### src/rtl/qenc_pkg.sv
// Shared types and constants for the dual quadrature position counter.
// No dependencies; used by qenc_wheel and the top level.
package qenc_pkg;

   // Width of every count field on the result channel
   localparam int unsigned OUT_WIDTH = 32;

   // Operation codes carried on the request channel
   typedef enum logic [1:0] {
      OP_EDGE       = 2'd0,
      OP_TICK       = 2'd1,
      OP_CLR_TOTALS = 2'd2,
      OP_CLR_ALL    = 2'd3
   } op_type;

   // Per-wheel command presented to one counter slice
   typedef struct packed {
      op_type op;
      logic   edge_a;
      logic   edge_b;
      logic   level_a;
      logic   level_b;
   } wheel_cmd_type;

endpackage

### src/rtl/qenc_wheel.sv
// One wheel's counter slice: edge window, latched speed and running total.
// Depends on qenc_pkg for the command struct and operation codes.
module qenc_wheel #(
   parameter int unsigned COUNT_WIDTH = 32
) (
   input  logic                       clock,
   input  logic                       reset,
   input  logic                       load,
   input  qenc_pkg::wheel_cmd_type    cmd,
   input  logic                       invert,
   output logic [COUNT_WIDTH-1:0]     latched,
   output logic [COUNT_WIDTH-1:0]     total
);

   logic [COUNT_WIDTH-1:0] window_ff, window_in;
   logic [COUNT_WIDTH-1:0] latched_ff, latched_in;
   logic [COUNT_WIDTH-1:0] sum_ff, sum_in;
   logic [COUNT_WIDTH-1:0] step;
   logic [COUNT_WIDTH-1:0] snap;
   logic                   move;
   logic                   up;

   // Decode direction: A edge wins over B edge
   always_comb begin
      move = cmd.edge_a | cmd.edge_b;
      up   = cmd.edge_a ? cmd.level_b : ~cmd.level_a;
      // +1 when counting up, all ones (-1) when counting down
      step = {{(COUNT_WIDTH-1){~up}}, 1'b1};
      snap = invert ? ('0 - window_ff) : window_ff;
   end

   // Next state per operation
   always_comb begin
      window_in  = window_ff;
      latched_in = latched_ff;
      sum_in     = sum_ff;
      unique case (cmd.op)
         qenc_pkg::OP_EDGE: begin
            if (move) begin
               window_in = window_ff + step;
            end
         end
         qenc_pkg::OP_TICK: begin
            latched_in = snap;
            sum_in     = sum_ff + snap;
            window_in  = '0;
         end
         qenc_pkg::OP_CLR_TOTALS: begin
            sum_in = '0;
         end
         qenc_pkg::OP_CLR_ALL: begin
            window_in  = '0;
            latched_in = '0;
            sum_in     = '0;
         end
         default: begin
            window_in = window_ff;
         end
      endcase
   end

   // Update counters only when a transaction advances
   always_ff @(posedge clock) begin
      if (reset) begin
         window_ff  <= '0;
         latched_ff <= '0;
         sum_ff     <= '0;
      end else if (load) begin
         window_ff  <= window_in;
         latched_ff <= latched_in;
         sum_ff     <= sum_in;
      end
   end

   assign latched = latched_ff;
   assign total   = sum_ff;

endmodule

### src/rtl/dual_quadrature_speed_position_counter.sv
// Top level of the dual quadrature speed and position counter.
// Depends on qenc_pkg and qenc_wheel (one instance per wheel).
//
// Usage:
//   Request channel (req_valid/req_ready) carries one event per transaction:
//   an edge event with per-pin edge flags and pin levels, a sample tick,
//   a clear of the totals, or a clear of everything.
//   Response channel (rsp_valid/rsp_ready) returns one transaction per
//   request: both latched speeds and both running totals after that event.
//   The right speed, and so the right total, is negated since that wheel is mounted in reverse.
//   An accepted request is registered in the request register, then applied
//   to the counters when it advances, which also sets the response valid;
//   the response then holds until rsp_ready takes it.
//   Throughput: one transaction per cycle while rsp_ready holds; the request
//   register and the counter registers form a two-entry pipeline, so a new
//   request is taken while a finished response still waits.
//   When the receiver stalls, the response holds and the pipeline fills;
//   req_ready falls only when both the request register and the response
//   are occupied.
//   Reset clears all counters to zero and empties the pipeline.
//   Counters are COUNT_WIDTH bits, wrap in two's complement and are
//   sign-extended or truncated to 32 bits on the response.
module dual_quadrature_speed_position_counter #(
   parameter int unsigned COUNT_WIDTH = 32
) (
   input  logic                clock,
   input  logic                reset,
   input  logic                req_valid,
   output logic                req_ready,
   input  logic [1:0]          req_op,
   input  logic                req_edge_left_a,
   input  logic                req_edge_left_b,
   input  logic                req_edge_right_a,
   input  logic                req_edge_right_b,
   input  logic                req_level_left_a,
   input  logic                req_level_left_b,
   input  logic                req_level_right_a,
   input  logic                req_level_right_b,
   output logic                rsp_valid,
   input  logic                rsp_ready,
   output logic signed [31:0]  rsp_speed_left,
   output logic signed [31:0]  rsp_speed_right,
   output logic signed [31:0]  rsp_total_left,
   output logic signed [31:0]  rsp_total_right
);

   localparam int unsigned OW = qenc_pkg::OUT_WIDTH;

   logic                    s1_valid_ff, s1_valid_in;
   logic                    rsp_valid_ff, rsp_valid_in;
   qenc_pkg::op_type        s1_op_ff;
   logic [3:0]              s1_edge_ff;
   logic [3:0]              s1_level_ff;
   logic                    advance;
   logic                    take;
   qenc_pkg::wheel_cmd_type cmd_left, cmd_right;
   logic [COUNT_WIDTH-1:0]  latched_left, latched_right;
   logic [COUNT_WIDTH-1:0]  sum_left, sum_right;

   // Handshake: advance when the response slot is free or being drained
   always_comb begin
      advance      = s1_valid_ff & (~rsp_valid_ff | rsp_ready);
      req_ready    = ~s1_valid_ff | advance;
      take         = req_valid & req_ready;
      s1_valid_in  = take | (s1_valid_ff & ~advance);
      rsp_valid_in = advance | (rsp_valid_ff & ~rsp_ready);
   end

   // Hold valid flags
   always_ff @(posedge clock) begin
      if (reset) begin
         s1_valid_ff  <= 1'b0;
         rsp_valid_ff <= 1'b0;
      end else begin
         s1_valid_ff  <= s1_valid_in;
         rsp_valid_ff <= rsp_valid_in;
      end
   end

   // Capture request payload
   always_ff @(posedge clock) begin
      if (take) begin
         s1_op_ff    <= qenc_pkg::op_type'(req_op);
         s1_edge_ff  <= {req_edge_right_b, req_edge_right_a,
                         req_edge_left_b, req_edge_left_a};
         s1_level_ff <= {req_level_right_b, req_level_right_a,
                         req_level_left_b, req_level_left_a};
      end
   end

   // Split registered request into per-wheel commands
   always_comb begin
      cmd_left.op       = s1_op_ff;
      cmd_left.edge_a   = s1_edge_ff[0];
      cmd_left.edge_b   = s1_edge_ff[1];
      cmd_left.level_a  = s1_level_ff[0];
      cmd_left.level_b  = s1_level_ff[1];
      cmd_right.op      = s1_op_ff;
      cmd_right.edge_a  = s1_edge_ff[2];
      cmd_right.edge_b  = s1_edge_ff[3];
      cmd_right.level_a = s1_level_ff[2];
      cmd_right.level_b = s1_level_ff[3];
   end

   qenc_wheel #(.COUNT_WIDTH(COUNT_WIDTH)) u_left (
      .clock   (clock),
      .reset   (reset),
      .load    (advance),
      .cmd     (cmd_left),
      .invert  (1'b0),
      .latched (latched_left),
      .total   (sum_left)
   );

   qenc_wheel #(.COUNT_WIDTH(COUNT_WIDTH)) u_right (
      .clock   (clock),
      .reset   (reset),
      .load    (advance),
      .cmd     (cmd_right),
      .invert  (1'b1),
      .latched (latched_right),
      .total   (sum_right)
   );

   // Fit counters to the 32-bit response fields
   generate
      if (COUNT_WIDTH >= OW) begin : g_trunc
         assign rsp_speed_left  = latched_left[OW-1:0];
         assign rsp_speed_right = latched_right[OW-1:0];
         assign rsp_total_left  = sum_left[OW-1:0];
         assign rsp_total_right = sum_right[OW-1:0];
      end else begin : g_sext
         assign rsp_speed_left  = {{(OW-COUNT_WIDTH){latched_left[COUNT_WIDTH-1]}},
                                   latched_left};
         assign rsp_speed_right = {{(OW-COUNT_WIDTH){latched_right[COUNT_WIDTH-1]}},
                                   latched_right};
         assign rsp_total_left  = {{(OW-COUNT_WIDTH){sum_left[COUNT_WIDTH-1]}},
                                   sum_left};
         assign rsp_total_right = {{(OW-COUNT_WIDTH){sum_right[COUNT_WIDTH-1]}},
                                   sum_right};
      end
   endgenerate

   assign rsp_valid = rsp_valid_ff;

   // Backpressure only when both pipeline slots are full and stalled
   a_ready_low: assert property (@(posedge clock) disable iff (reset)
      !req_ready |-> (s1_valid_ff && rsp_valid_ff && !rsp_ready))
      else $error("request stalled with a free pipeline slot");

   // A full clear leaves every response field at zero
   a_clear_all: assert property (@(posedge clock) disable iff (reset)
      (advance && s1_op_ff == qenc_pkg::OP_CLR_ALL) |=>
         (rsp_speed_left == 0 && rsp_speed_right == 0 &&
          rsp_total_left == 0 && rsp_total_right == 0))
      else $error("counters not cleared by clear-all");

   // Clearing totals keeps the latched speeds
   a_clear_totals: assert property (@(posedge clock) disable iff (reset)
      (advance && s1_op_ff == qenc_pkg::OP_CLR_TOTALS) |=>
         (rsp_total_left == 0 && rsp_total_right == 0 &&
          $stable(rsp_speed_left) && $stable(rsp_speed_right)))
      else $error("clear-totals result mismatch");

   // Every advanced transaction yields a pending response
   a_rsp_after_advance: assert property (@(posedge clock) disable iff (reset)
      advance |=> rsp_valid)
      else $error("response missing after advance");

endmodule
### config.mk
export PLATFORM = sky130hd
export DESIGN_NAME = dual_quadrature_speed_position_counter
export DESIGN_NICKNAME = d
export VERILOG_FILES = /design/src/rtl/qenc_pkg.sv /design/src/rtl/qenc_wheel.sv /design/src/rtl/dual_quadrature_speed_position_counter.sv
export SDC_FILE = /design/constraint.sdc
export NUM_CORES = 1
export LEC_CHECK = 0
export BUFFER_PORTS_ARGS = -buffer_cell sky130_fd_sc_hd__buf_2
export CAP_MARGIN = 20
export CORE_MARGIN = 5
export CORE_UTILIZATION = 55
export DETAILED_ROUTE_END_ITERATION = 8
export HOLD_SLACK_MARGIN = 0.03
export PLACE_DENSITY = 0.85
export SETUP_SLACK_MARGIN = 0.02
export SLEW_MARGIN = 20
export SYNTH_ARGS = -nofsm -noshare
export SYNTH_HDL_FRONTEND = slang
export SYNTH_HIERARCHICAL = 1
export SYNTH_SLANG_ARGS = --single-unit
### constraint.sdc
create_clock -name clock -period 4.35 [get_ports clock]
set_input_delay 0.435 -clock clock [delete_from_list [all_inputs] [get_ports clock]]
set_output_delay 0.435 -clock clock [all_outputs]
set_load 0.005 [all_outputs]
Word level (Yosys, flattened, before mapping)
Index checks and enable logic that the tools add are counted.
Widths: inputs -> output; s select.
{"block": "totals", "in_bits": 14, "word_cells": 59, "reg_bits": 204, "out_inout_bits": 130}
{"block": "op_classes", "n_reduce_logical": 10, "n_mux": 10, "eq_ne": 5, "bitwise_logic": 18, "n_addsub": 5}
{"operator": "$pmux 32 s2", "count": 6}
{"operator": "$add 32x32->32", "count": 4}
{"operator": "$mux 32", "count": 2}
{"operator": "$sub 1x32->32 const A", "count": 1}
{"operator": "$not 1->1", "count": 8}
{"operator": "$or 1x1->1", "count": 6}
{"operator": "$reduce_and 3->1", "count": 2}
{"operator": "$reduce_bool 2->1", "count": 3}
{"operator": "$and 1x1->1", "count": 4}
{"operator": "$eq 2x2->1 const B", "count": 2}
{"operator": "$ne 2x1->1 const B", "count": 2}
{"operator": "$reduce_and 2->1", "count": 2}
{"operator": "$reduce_or 2->1", "count": 2}
{"operator": "$eq 2x1->1 const B", "count": 1}
{"operator": "$logic_not 2->1", "count": 1}
{"operator": "$mux 1", "count": 2}

Longest topological paths before layout
Gate-level depths: netlist of run 1.
{"block": "depth", "depth_word": 6, "depth_mapped": 17, "ltp_nobuf": 17}

Modules after synthesis
Netlist of run 1, hierarchy kept.
{"module": "qenc_wheel (u_right)", "cells_per_inst": 857, "area_per_inst_um2": 7063.0, "n_inst": 1, "seq_area_each_um2": 1921.8}
{"module": "qenc_wheel (u_left)", "cells_per_inst": 878, "area_per_inst_um2": 7061.8, "n_inst": 1, "seq_area_each_um2": 1921.8}
{"module": "dual_quadrature_speed_position_counter", "cells_per_inst": 22, "area_per_inst_um2": 411.6, "n_inst": 1, "seq_area_each_um2": 340.3}

Least setup slack after synthesis of run 1
OpenSTA, ideal clock, no wires.
{"block": "synth_path", "path_type": "reg2reg", "start": "reg s1_edge_ff[0]", "end": "reg u_left.window_ff[31]", "t_arrival_ns": 4.668, "required_time_ns": 4.261, "setup_ns": 0.089, "setup_slack_ns": -0.407, "path_stages_with_launch": 12, "path_buffers": 0, "synth_period_minus_slack_ns": 4.757, "path_cell_list": "edfxtp_1 -> mux2i_1 -> ha_1 -> nand4_1 -> or2_2 -> a311o_1 -> a2111oi_0 -> o211ai_1 -> a221oi_1 -> a21oi_1 -> xor2_1 -> o31ai_1"}
{"block": "synth_via", "elab_chain_cells": 5, "elab_cells_between_ends": 8, "classes_between": "1 x add/sub; 1 x eq/ne; 3 x mux; 2 x bitwise; 1 x reduce/logical"}
{"element": "start, declared", "line_no": "dual_quadrature_speed_position_counter.sv:52", "rtl": "logic [3:0] s1_edge_ff;"}
{"element": "start signal, assigned", "line_no": "dual_quadrature_speed_position_counter.sv:84", "rtl": "s1_edge_ff <= {req_edge_right_b, req_edge_right_a,"}
{"element": "$mux 1", "line_no": "qenc_wheel.sv:26", "rtl": "up = cmd.edge_a ? cmd.level_b : ~cmd.level_a;"}
{"element": "$not 1->1", "line_no": "qenc_wheel.sv:28", "rtl": "step = {{(COUNT_WIDTH-1){~up}}, 1'b1};"}
{"element": "$add 32x32->32", "line_no": "qenc_wheel.sv:40", "rtl": "window_in = window_ff + step;"}
{"element": "$mux 32", "line_no": "qenc_wheel.sv:39", "rtl": "if (move) begin"}
{"element": "$pmux 32 s2", "line_no": "qenc_wheel.sv:37", "rtl": "unique case (cmd.op)"}
{"element": "end signal, assigned", "line_no": "qenc_wheel.sv:69", "rtl": "window_ff <= window_in;"}
{"element": "end, declared", "line_no": "qenc_wheel.sv:15", "rtl": "logic [COUNT_WIDTH-1:0] window_ff, window_in;"}
Several ways; a longest one is shown, not always the timed one. The select of a mux whose other input is x is not followed.
A chain may end at the register's enable or synchronous reset.

Final worst setup path of run 1
{"block": "layout_path", "start": "reg u_right.window_ff[8]", "end": "reg u_right.sum_ff[27] (netlist: u_right/total[27])"}
{"block": "layout_via", "elab_chain_cells": 3}
{"element": "start, declared", "line_no": "qenc_wheel.sv:15"}
{"element": "start signal, assigned", "line_no": "qenc_wheel.sv:69"}
{"element": "$sub 1x32->32", "line_no": "qenc_wheel.sv:29", "rtl": "snap = invert ? ('0 - window_ff) : window_ff;"}
{"element": "$add 32x32->32", "line_no": "qenc_wheel.sv:45", "rtl": "sum_in = sum_ff + snap;"}
{"element": "$pmux 32 s2", "line_no": "qenc_wheel.sv:37"}
{"element": "end signal, assigned", "line_no": "qenc_wheel.sv:71", "rtl": "sum_ff <= sum_in;"}
{"element": "end, declared", "line_no": "qenc_wheel.sv:17", "rtl": "logic [COUNT_WIDTH-1:0] sum_ff, sum_in;"}
No other way between the ends.

==> results of run 1 <==
==> state kept, by name, summed over array words and instances, names as in the netlist, 4 cells and up <==
name	flops
u_left/latched	32
u_left/total	32
u_left/window_ff	32
u_right/latched	32
u_right/total	32
u_right/window_ff	32
s1_edge_ff	4
s1_level_ff	4
==> routing by layer <==
metal  routed length (um)  share of wire  GRT usage
met2                18800           0.47      0.433
met1                17600           0.44      0.326
met4                 1210          0.030     0.0769
met5                    0              0          0
met3                 2430          0.061     0.0343
==> Yosys cell counts (13+ instances only) <==
| master | number |
|---|---|
| sky130_fd_sc_hd__o21ai_0 | 114 |
| sky130_fd_sc_hd__nand4_1 | 21 |
| sky130_fd_sc_hd__inv_1 | 39 |
| sky130_fd_sc_hd__nand3_1 | 36 |
| sky130_fd_sc_hd__a22o_1 | 28 |
| sky130_fd_sc_hd__ha_1 | 136 |
| sky130_fd_sc_hd__o31ai_1 | 24 |
| sky130_fd_sc_hd__clkbuf_1 | 65 |
| sky130_fd_sc_hd__a22oi_1 | 113 |
| sky130_fd_sc_hd__nor2b_1 | 19 |
| sky130_fd_sc_hd__xor2_1 | 41 |
| sky130_fd_sc_hd__a21o_1 | 60 |
| sky130_fd_sc_hd__nand2b_1 | 21 |
| sky130_fd_sc_hd__xnor2_1 | 116 |
| sky130_fd_sc_hd__a21oi_1 | 119 |
| sky130_fd_sc_hd__a211oi_1 | 15 |
| sky130_fd_sc_hd__nor3_1 | 27 |
| sky130_fd_sc_hd__o21bai_1 | 13 |
| sky130_fd_sc_hd__o21a_1 | 18 |
| sky130_fd_sc_hd__or3_1 | 15 |
| sky130_fd_sc_hd__nand2_1 | 117 |
| sky130_fd_sc_hd__dfxtp_1 | 194 |
| sky130_fd_sc_hd__nor2_1 | 198 |
==> timing repair <==
item                                    4_1_cts  5_1_grt
pin swaps                                     0        3
setup buffers                                 0        5
hold buffers                                  0        0
resized for setup                             2       15
endpoints found under the setup margin        1        3
==> area by class of cell <==
class	count	area, um2	share of cell area
Clock inverter	8	67.6	0.00407
Timing Repair Buffer	181	1000	0.0604
Inverter	39	146	0.00881
Tap cell	335	419	0.0252
Sequential cell	204	4180	0.252
Multi-Input combinational cell	1451	10100	0.608
Clock buffer	33	686	0.0413
==> where the power goes <==
part           internal (mW)  leakage [nW]  switching, mW  total (mW)
registers               1.92          1.66         0.0424        1.96
clock network           1.15         0.373          0.801        1.95
logic                  0.436          5.60          0.658        1.09
==> worst min-delay path by stage <==
| stage | start | to | slack [ns] | cells past startpoint |
|---|---|---|---|---|
| 6_report | req_edge_right_a | s1_edge_ff[2] | 0.09 | 1 |
| 5_1_grt | req_level_right_a | s1_level_ff[2] | 0.08 | 1 |
| 4_1_cts | req_edge_right_a | s1_edge_ff[2] | 0.07 | 1 |
| 3_5_place_dp | u_left/total[25] | u_left/total[25] | 0.48 | 2 |
| 3_3_place_gp | u_right/latched[0] | u_right/latched[0] | 0.47 | 2 |
| 2_1_floorplan | s1_valid_ff | rsp_valid | 0.46 | 2 |
==> kinds of logic (layout without fill, tap and decap cells) <==
group / Yosys count / in the layout / share of synthesized area
AOI/OAI and AO/OA: 604 / 604 / 0.282
xor gates and xnor gates: 157 / 157 / 0.0946
adders and majority gates: 140 / 140 / 0.123
buffers and inverters: 110 / 261 / 0.0287
DFF: 204 / 204 / 0.288
muxes: 7 / 7 / 0.00491
other: 2 / 10 / 0.000517
and+or+nand+nor: 533 / 533 / 0.179
==> results.txt, run 1 <==
The area share of the largest cell type after synthesis came out at 0.267. Post-synthesis register bit count: 204. The yosys synthesis warning count is 6, and the number of synthesized flops with an enable pin is 10.

Sum of negative setup slack: 0 ns. The tools report the clock root buffer master as sky130_fd_sc_hd__clkbuf_16. In this run the remaining antenna-violating nets after routing total 0. The overall die height is 173 um. After the first detailed-routing iteration, the DRC count stood at 1124. The critical path crosses 18 cells after its start point.

The maximum clock skew at final layout is 0.0102 ns. The run gives 7.64 nW as the leakage component of the power. Global-route wire length before repair: 65500 um.

Setup repair after global routing left no endpoint under its margin. For the number of global-route vias before repair, the log shows 13.4k. The most common flop cell mapped by yosys is sky130_fd_sc_hd__dfxtp_1.

Setup violations remaining at the end of the flow were counted as 0. The total DRC errors in the routed layout came out at 0. Ranked by total cell area, the synthesized netlist is headed by sky130_fd_sc_hd__dfxtp_1, sky130_fd_sc_hd__ha_1, sky130_fd_sc_hd__xnor2_1. The clock-pin slew on the worst setup and hold paths is 0.06 ns. The initial antenna violation count is 0, and the worst-case register-to-register setup slack is 0.20 ns.

The clock latency on the worst-skew pair came out at 0.52 ns. Row generation in the floorplan step produced 59 rows. Setup slack on the critical path of the routed design comes to 0.195 ns.

Broken down by cell family, the worst path's largest delay share belongs to simple AND/OR/NAND/NOR gates. The pre-antenna-repair detailed-routing pass consisted of 6 iterations. Pin placement for this block handled 144 I/O pins. Total power for the finished layout comes to 5.01 mW. The post-layout minimum cycle time works out to 4.15 ns. The biggest area contributor in the post-synthesis netlist is sky130_fd_sc_hd__dfxtp_1. The core region is 26100 um2.

Capture point of the worst path: u_right/total[27]. Leaving out fill and tap cells, the most frequent cell in the layout is sky130_fd_sc_hd__nor2_1. The fill cell instance count of the final layout is 2207, and the overall die width is 173 um. For this run, the post-layout net count is 2056. The normalized max-slew margin was 0.251; the post-detailed-placement cell area was 15700 um2.

For this block, the routed nets add up to 40000 um of wire. Once layout is complete, the cells apart from fillers number 2251. The share of synthesized registers carrying an async set or reset is 0, and the wire length per cell after detailed routing is 17.8 um. The tools report the cell area after synthesis as 14500 um2.

The proportion of layout cells with a drive suffix above 1 is 0.141. The tools report the overall track demand over capacity in global routing as 0.251. The power density of the placed cells came out at 302 nW/um2. At the pin with the least slew margin, the transition time is 1.12 ns.

Counting both buffers and inverters, the worst setup path holds a total of 2. The start of the worst register-to-register path is u_right/window_ff[8]. The worst setup path is launched from a register. Of all nets on the critical path, the largest fanout is 8.

For this run, the top clock speed supported by timing is 0.241 GHz. STA classifies the critical path endpoint as a register. The number of maximum-capacitance violations was 0; the clock net sink count was 204. The top cell types in the final layout, fill and taps aside, are sky130_fd_sc_hd__nor2_1, sky130_fd_sc_hd__dfxtp_1, sky130_fd_sc_hd__buf_2. The logs give 0 for the max-slew violation total from the final report and 86 for the number of distinct library cells after synthesis. TritonCTS built the clock tree.

By instance count, the cell type seen most on the critical path is sky130_fd_sc_hd__a21o_1. The weighted congestion at the end of routability-driven global placement is 0.931. In this run the worst hold path is classified as input port to register. The worst setup timing slack at the placement stage came out at -0.00395 ns.

The count of vias placed by the detailed router is 13.9k. At the worst endpoint, the required time is 4.76 ns. The initial standard-cell utilization of the core is 0.558, and the total number of H-tree levels is 1. After technology mapping, the gate count stands at 1757.

The HPWL after detailed placement is 30000 um. Final hold analysis gives a worst-case slack of 0.0902 ns. The number of inserted diodes was 0.

Summing all non-filler instances in the final layout gives an area of 16600 um2. The worst-case vdd ir drop was 0.344 mV; the post-detailed-route via-to-cell ratio was 6.19. The delay of the slowest critical-path stage is 0.56 ns, and the number of hold violations in the final report is 0. In this run the critical register-to-register path is captured at u_right/total[27]. During placement, the flow inserted port buffers numbering 143.

The slowest stage of the critical path is the sky130_fd_sc_hd__or4_4 cell. Walking the worst path, the cells encountered are or4_4 -> nor3_4 -> nand4_2 -> or4_4 -> buf_4 -> o21ai_0 -> xnor2_1 -> ha_1 -> a21o_1 -> a21o_1 -> a21o_1 -> nor2_1 -> a31oi_2 -> buf_4 -> o21a_1 -> nor2_1 -> xnor2_1 -> a22o_1. Data arrives at the worst endpoint at 4.57 ns.

Entering global routing, the biggest net connects 60 pins. The part of the cycle the worst path needs was 0.955. The die covers 29800 um2. Final core area utilization: 0.638. The per-instance average area after synthesis was 8.27 um2; the number of clock buffers inserted by TritonCTS was 25.

The longest clock path from root to sink contains 3 buffers. For the share of synthesized area occupied by flip-flops and latches, the log shows 0.288. The critical path starts at u_right/window_ff[8]. Once placement completed, the tool counted placed cells totaling 2205.

Measured in cells, the most critical reg-to-reg path has a length of 18. The run finished with clean final reports. The critical path start-end classification was register to register. Summed over all layers, the global routing overflow is 0. The area growth from synthesis to layout is 14.3%.
Power figures use the tool's default switching activity.
==> run 2, diff against run 1 <==
==> constraint.sdc (replaced) <==
create_clock -name clock -period 4.35 [get_ports clock]
set_input_delay 0.87 -clock clock [delete_from_list [all_inputs] [get_ports clock]]
set_output_delay 0.87 -clock clock [all_outputs]
set_load 0.005 [all_outputs]
==> run 2 against run 1 <==
Net effect: first-iteration DRC count is 0.53% lower; total power is 1.2% higher; sequential share of layout area hardly changed; highest routed layer unchanged; global-route usage is 0.22 points higher.
==> results.txt, run 2 (synthesis results as in run 1) <==
The run finished with clean final reports. The placeable core area came out at 26100 um2 (unchanged). The net count of the finished layout was 2051 (-0.24%); the floorplan die area was 29800 um2 (unchanged).

Sum of net half-perimeters after detailed placement: 29900 um (-0.29%). The count of placed standard cells in the final layout, fillers left out was 2245 (-0.27%). The count of routing violations after the opening detailed-route iteration was 1118 (-0.53%); the top-level I/O count was 144 (unchanged). The clock root buffer master is sky130_fd_sc_hd__clkbuf_16. The final setup violation count was 0 (unchanged); the overall die height was 173 um (unchanged). The number of inserted diodes was 0 (unchanged); the global-route wire length before repair was 65800 um (+0.43%). Max-slew violation total from the final report: 0 (unchanged).

The maximum net fanout on the critical path is 5 (-3). The clock-pin slew on the worst setup and hold paths works out to 0.06 ns (about the same). The run gives 0 (unchanged) as the initial antenna violation count. The run gives 4.62 ns (+0.05 ns) as the worst path arrival time.

The overall die width is 173 um (unchanged), and the count of vias placed by the detailed router is 14.0k (+0.24%). The leakage component of the power is 7.62 nW (-0.24%), and the normalized max-slew margin is 0.269 (+0.0178). The library cell used most frequently in the layout, excluding fill and tap cells, is sky130_fd_sc_hd__nor2_1.

For the initial standard-cell utilization of the core, the log shows 0.558 (unchanged). TritonCTS built the clock tree. The fill cell instance count of the final layout was 2182 (-1.1%); the number of input and output port buffers inserted was 143 (unchanged). The overall track demand over capacity in global routing is 0.253 (+0.00222), and the largest net degree at the start of global routing is 64 (+6.7%). The path class of the tightest hold or removal check is register to register. The run gives 59 (unchanged) as the number of placement rows. The worst setup path is captured at a register.

The first-pass iteration count of the detailed router is 6 (unchanged), and the post-detailed-route via-to-cell ratio is 6.23 (+0.51%). For the total DRC errors in the routed layout, the log shows 0 (unchanged). The tools report the hold buffer count at cts as 0 (unchanged). The power density of the placed cells is 306 nW/um2 (+1.4%), and the number of hold violations in the final report is 0 (unchanged).

The post-layout minimum cycle time is 4.21 ns (+0.0553 ns), and the overflow left after global routing is 0 (unchanged). For the clock net sink count, the log shows 204 (unchanged). The proportion of layout cells with a drive suffix above 1 was 0.139 (-0.00218); the cell count after placement was 2200 (-0.23%).

The tools report the total number of H-tree levels as 1 (unchanged). The number of maximum-capacitance violations was 0 (unchanged); the antenna violation net count after detailed routing was 0 (unchanged). Clock latency on the worst-skew pair: 0.52 ns (about the same).

For the peak clock frequency supported by timing, the log shows 0.238 GHz (-1.3%). The tools report the number of global-route vias before repair as 13.5k (+0.87%). The worst setup path is launched from a register.

Setup repair after global routing could not meet its margin everywhere. The transition time of the tightest slew-check pin is 1.09 ns (-0.0270 ns). The run gives 24 (-4.0%) as the number of clock buffers inserted by TritonCTS.

The library cells used most frequently in the layout, excluding fill and tap cells, are sky130_fd_sc_hd__nor2_1, sky130_fd_sc_hd__dfxtp_1, sky130_fd_sc_hd__buf_2. For the sum of negative setup slack, the log shows 0 ns (unchanged). The critical path in this run is classified as register to register. The final wirelength was 40400 um (+1.1%); the part of the cycle the worst path needs was 0.968 (+0.0127). The area growth from synthesis to layout is 14.1%. The cell area after layout is 16600 um2 (-0.15%), and the maximum buffer depth of the clock tree is 3 (unchanged). The post-detailed-placement cell area is 15700 um2 (-0.24%), and the worst-case vdd ir drop is 0.351 mV (+2.0%). The run gives 0.0101 ns (-0.0000353 ns) as the maximum clock skew at final layout. For the weighted congestion at the end of routability-driven global placement, the log shows 0.937 (+0.66%). The wire length per cell after detailed routing came out at 18.0 um (+1.3%). For the critical path data required time, the log shows 4.76 ns (about the same).
run 2: routing by layer:
metal,share of wire,vias up,GRT usage
li1,-,6797,-
met1,0.43,6582,0.322
met2,0.48,501,0.443
met3,0.059,98,0.0343
met4,0.033,0,0.0822
met5,0,-,0
run 2: worst paths after layout:
| kind | start | endpoint | slack [ns] | cells past startpoint |
|---|---|---|---|---|
| worst max-delay path | u_right/window_ff[8] | u_right/total[30] | 0.14 | 16 |
| worst min-delay path | u_left/total[25] | u_left/total[25] | 0.49 | 2 |
| worst max register to register | u_right/window_ff[8] | u_right/total[30] | 0.14 | 16 |
| worst min register to register | u_left/total[25] | u_left/total[25] | 0.49 | 2 |
run 2: worst max-delay path, stage by stage, from the launching register on:
cell and delay (ns):
sky130_fd_sc_hd__dfxtp_1 0.31, sky130_fd_sc_hd__or4_4 0.57, sky130_fd_sc_hd__nor3_4 0.16, sky130_fd_sc_hd__nand4_2 0.15
sky130_fd_sc_hd__or4_4 0.48, sky130_fd_sc_hd__or4_4 0.47, sky130_fd_sc_hd__o41ai_4 0.27, sky130_fd_sc_hd__xnor2_2 0.17
sky130_fd_sc_hd__ha_1 0.30, sky130_fd_sc_hd__nand2_1 0.17, sky130_fd_sc_hd__nor2_1 0.09, sky130_fd_sc_hd__nand2_1 0.07
sky130_fd_sc_hd__o21ai_0 0.09, sky130_fd_sc_hd__a2111oi_2 0.36, sky130_fd_sc_hd__o21bai_1 0.12, sky130_fd_sc_hd__xor2_1 0.15
sky130_fd_sc_hd__a22o_1 0.19
run 2: timing repair:
item / in CTS / in global routing
buffers inserted: 1 / 5
pin swaps: 1 / 2
endpoints found under the setup margin: 2 / 4
resized for setup: 1 / 11
run 2: metrics by stage:
stage	power, mW	utilization	setup slack [ns]	hold slack (ns)
2_1_floorplan	2.79	-	0.180	0.462
3_3_place_gp	3.01	0.603	0.0612	0.467
3_5_place_dp	3.03	0.603	-0.0174	0.475
4_1_cts	5.06	0.633	0.0382	0.484
5_1_grt	5.29	0.637	-0.0458	0.510
6_report	5.07	0.637	0.140	0.487
run 2: power breakdown:
part	switching [mW]	total, mW	internal (mW)
Clock	0.800	2.02	1.22
Combinational	0.662	1.09	0.430
Sequential	0.0418	1.96	1.92
run 2: area by class of cell:
| cell class | instances | area [um2] | area share |
|---|---|---|---|
| timing repair buffer | 177 | 973 | 0.0587 |
| multi-input combinational | 1451 | 10100 | 0.608 |
| sequential | 204 | 4180 | 0.252 |
| clock buffer | 31 | 688 | 0.0415 |
| clock inverter | 8 | 92.6 | 0.00558 |
| tap | 335 | 419 | 0.0253 |
| inverter | 39 | 146 | 0.00882 |
==> run 3, diff against run 2 <==
--- a/config.mk
+++ b/config.mk
@@ -11,7 +11,7 @@
 export CORE_UTILIZATION = 55
 export DETAILED_ROUTE_END_ITERATION = 8
 export HOLD_SLACK_MARGIN = 0.03
-export PLACE_DENSITY = 0.85
+export PLACE_DENSITY_LB_ADDON = 0.2
 export SETUP_SLACK_MARGIN = 0.02
 export SLEW_MARGIN = 20
 export SYNTH_ARGS = -nofsm -noshare
==> run 3 against run 2 <==
Net effect: first-iteration DRC count up 22%; setup slack worse by 0.0094 ns; sequential power about the same; combinational power about the same; highest routed layer unchanged.
==> results.txt, run 3 (synthesis results as in run 1) <==
The leakage component of the power is 7.64 nW (+0.30%), and the layout-stage area growth over the synthesis result is 14.3%. The register area was 4180 um2 (unchanged); the global-route wire length before repair was 67000 um (+1.8%). The largest net degree at the start of global routing is 61 (-4.7%), and the maximum clock skew at final layout is 0.0191 ns (+0.00896 ns). The clock-pin slew on the worst setup and hold paths is 0.06 ns (about the same), and the overflow left after global routing is 0 (unchanged).

The tools report the total number of H-tree levels as 1 (unchanged). The run gives 3 (unchanged) as the maximum buffer depth of the clock tree. The worst setup path is captured at a register. The run gives 0 (unchanged) as the antenna violation net count after detailed routing. The number of clock buffers inserted by TritonCTS is 25 (+4.2%), and the transition time of the tightest slew-check pin is 1.06 ns (-0.0374 ns). Cell count after placement: 2205 (+0.23%). The setup path with the least slack is of type register to register. The final setup violation count was 0 (unchanged); the critical path data required time was 4.76 ns (about the same). The run gives 0.53 ns (about the same) as the clock latency on the worst-skew pair. The clock root buffer master was sky130_fd_sc_hd__clkbuf_16. In this run the worst hold path is classified as register to register. Maximum net fanout on the critical path: 4 (-1). The initial antenna violation count is 0 (unchanged). The top-level I/O count is 144 (unchanged), and the fill cell instance count of the final layout is 2298 (+5.3%). The part of the cycle the worst path needs was 0.970 (+0.00217); the wire length per cell after detailed routing was 18.3 um (+1.8%). The number of maximum-capacitance violations was 0 (unchanged); the total DRC errors in the routed layout was 0 (unchanged). The count of vias placed by the detailed router is 14.0k (+0.043%). The initial standard-cell utilization of the core was 0.558 (unchanged); the net count of the finished layout was 2052 (+0.049%). Setup repair after global routing could not meet its margin everywhere. The final wirelength is 41200 um (+2.1%). The startpoint type of the worst setup path is a register. The worst path arrival time is 4.63 ns (about the same). TritonCTS built the clock tree.

The run gives 30800 um (+2.9%) as the sum of net half-perimeters after detailed placement. The final core area utilization is 0.638 (+0.00106). The weighted congestion at the end of routability-driven global placement came out at 0.952 (+1.6%).

The flow ran to the end, and the final reports show no timing, DRC or antenna violations. The overall die width works out to 173 um (unchanged). The proportion of layout cells with a drive suffix above 1 was 0.140 (+0.00173); the post-detailed-route via-to-cell ratio was 6.22 (-0.18%). Multi-input logic area: 10100 um2 (about the same). For the floorplan die area, the log shows 29800 um2 (unchanged).

The tools report the beginning of the worst hold path as u_left/total[27]. For the count of placed standard cells in the final layout, fillers left out, the log shows 2250 (+0.22%). First-pass iteration count of the detailed router: 5 (-1). The peak clock frequency supported by timing came out at 0.237 GHz (-0.22%). The post-layout minimum cycle time was 4.22 ns (+0.00942 ns). The worst-case vdd ir drop was 0.361 mV (+2.8%). The number of hold violations in the final report was 0 (unchanged); the max-slew violation total from the final report was 0 (unchanged). The power density of the placed cells works out to 308 nW/um2 (+0.71%). For the clock net sink count, the log shows 204 (unchanged). For the overall track demand over capacity in global routing, the log shows 0.260 (+0.00733). The number of inserted diodes came out at 0 (unchanged).

The number of input and output port buffers inserted came out at 143 (unchanged). The sum of negative setup slack came out at 0 ns (unchanged). The tools report the number of placement rows as 59 (unchanged). The run gives 0 (unchanged) as the hold buffer count at cts.

The launch point of the worst path was u_right/window_ff[8]. In this run the critical register-to-register path is launched from u_right/window_ff[8]. Leaving out fill and tap cells, the most frequent cells in the layout are sky130_fd_sc_hd__dfxtp_1, sky130_fd_sc_hd__nor2_1, sky130_fd_sc_hd__buf_2. The normalized max-slew margin was 0.294 (+0.0252); the placeable core area was 26100 um2 (unchanged). The overall die height is 173 um (unchanged). The logs give 1363 (+22%) for the count of routing violations after the opening detailed-route iteration and 12.8k (-5.4%) for the number of global-route vias before repair.
[run 3: changes by cell type in the layout (fill, tap and decap cells not counted), moves of 2 or more]
| cell | change |
|---|---|
| sky130_fd_sc_hd__nor2_4 | -2 |
| sky130_fd_sc_hd__nor2_1 | -2 |
| sky130_fd_sc_hd__o21ai_1 | +3 |
| sky130_fd_sc_hd__o21ai_0 | -2 |
| sky130_fd_sc_hd__clkinv_2 | +3 |
| sky130_fd_sc_hd__nor2_2 | +4 |
[run 3: layout make-up]
type                    count  share of cell area
repair buffers            177              0.0593
clock buffers              31              0.0408
multi-input cells        1451               0.606
inverters                  39             0.00881
clock inverters            13             0.00760
flip-flops and latches    204               0.252
well taps                 335              0.0252
[run 3: final timing paths]
| check | cells after the start | endpoint | slack [ns] |
|---|---|---|---|
| worst max-delay path | 16 | u_right/total[31] | 0.13 |
| worst min-delay path | 2 | u_left/total[27] | 0.49 |
| worst max register to register | 16 | u_right/total[31] | 0.13 |
| worst min register to register | 2 | u_left/total[27] | 0.49 |
[run 3: power breakdown]
part	switching, mW	internal (mW)
Combinational	0.675	0.432
Clock	0.822	1.22
Sequential	0.0474	1.92
[run 3: critical path: stages (launching register included)]
cell,delay [ns]
sky130_fd_sc_hd__dfxtp_1,0.31
sky130_fd_sc_hd__or4_4,0.56
sky130_fd_sc_hd__nor3_4,0.16
sky130_fd_sc_hd__nand4_2,0.14
sky130_fd_sc_hd__or4_4,0.46
sky130_fd_sc_hd__or4_4,0.44
sky130_fd_sc_hd__o21ai_2,0.17
sky130_fd_sc_hd__xnor2_2,0.12
sky130_fd_sc_hd__ha_1,0.37
sky130_fd_sc_hd__and3_4,0.20
sky130_fd_sc_hd__and2_1,0.15
sky130_fd_sc_hd__o21ai_1,0.07
sky130_fd_sc_hd__a31oi_2,0.22
sky130_fd_sc_hd__o22ai_2,0.13
sky130_fd_sc_hd__or3_1,0.41
sky130_fd_sc_hd__o211ai_1,0.10
sky130_fd_sc_hd__nand3_1,0.09
[run 3: what timing repair did]
item	CTS	global route
endpoints found under the setup margin	1	7
buffers inserted	1	0
pin swaps	0	3
cloned	0	0
gates resized for setup	1	15
[run 3: per-stage QoR]
stage	cell area, um2	power [mW]	setup slack [ns]	hold WS, ns
2_1_floorplan	14600	2.79	0.180	0.462
3_3_place_gp	15700	3.05	0.0629	0.471
3_5_place_dp	15700	3.07	-0.0253	0.488
4_1_cts	16600	5.12	0.0338	0.496
5_1_grt	16600	5.34	-0.0625	0.513
6_report	16600	5.12	0.130	0.492
[run 3: per-layer routing]
metal / share of wire / global-route usage / wire length, um
met5: 0 / 0 / 0
met2: 0.43 / 0.395 / 17700
met1: 0.48 / 0.397 / 19900
met4: 0.018 / 0.0479 / 734
met3: 0.072 / 0.0373 / 2970
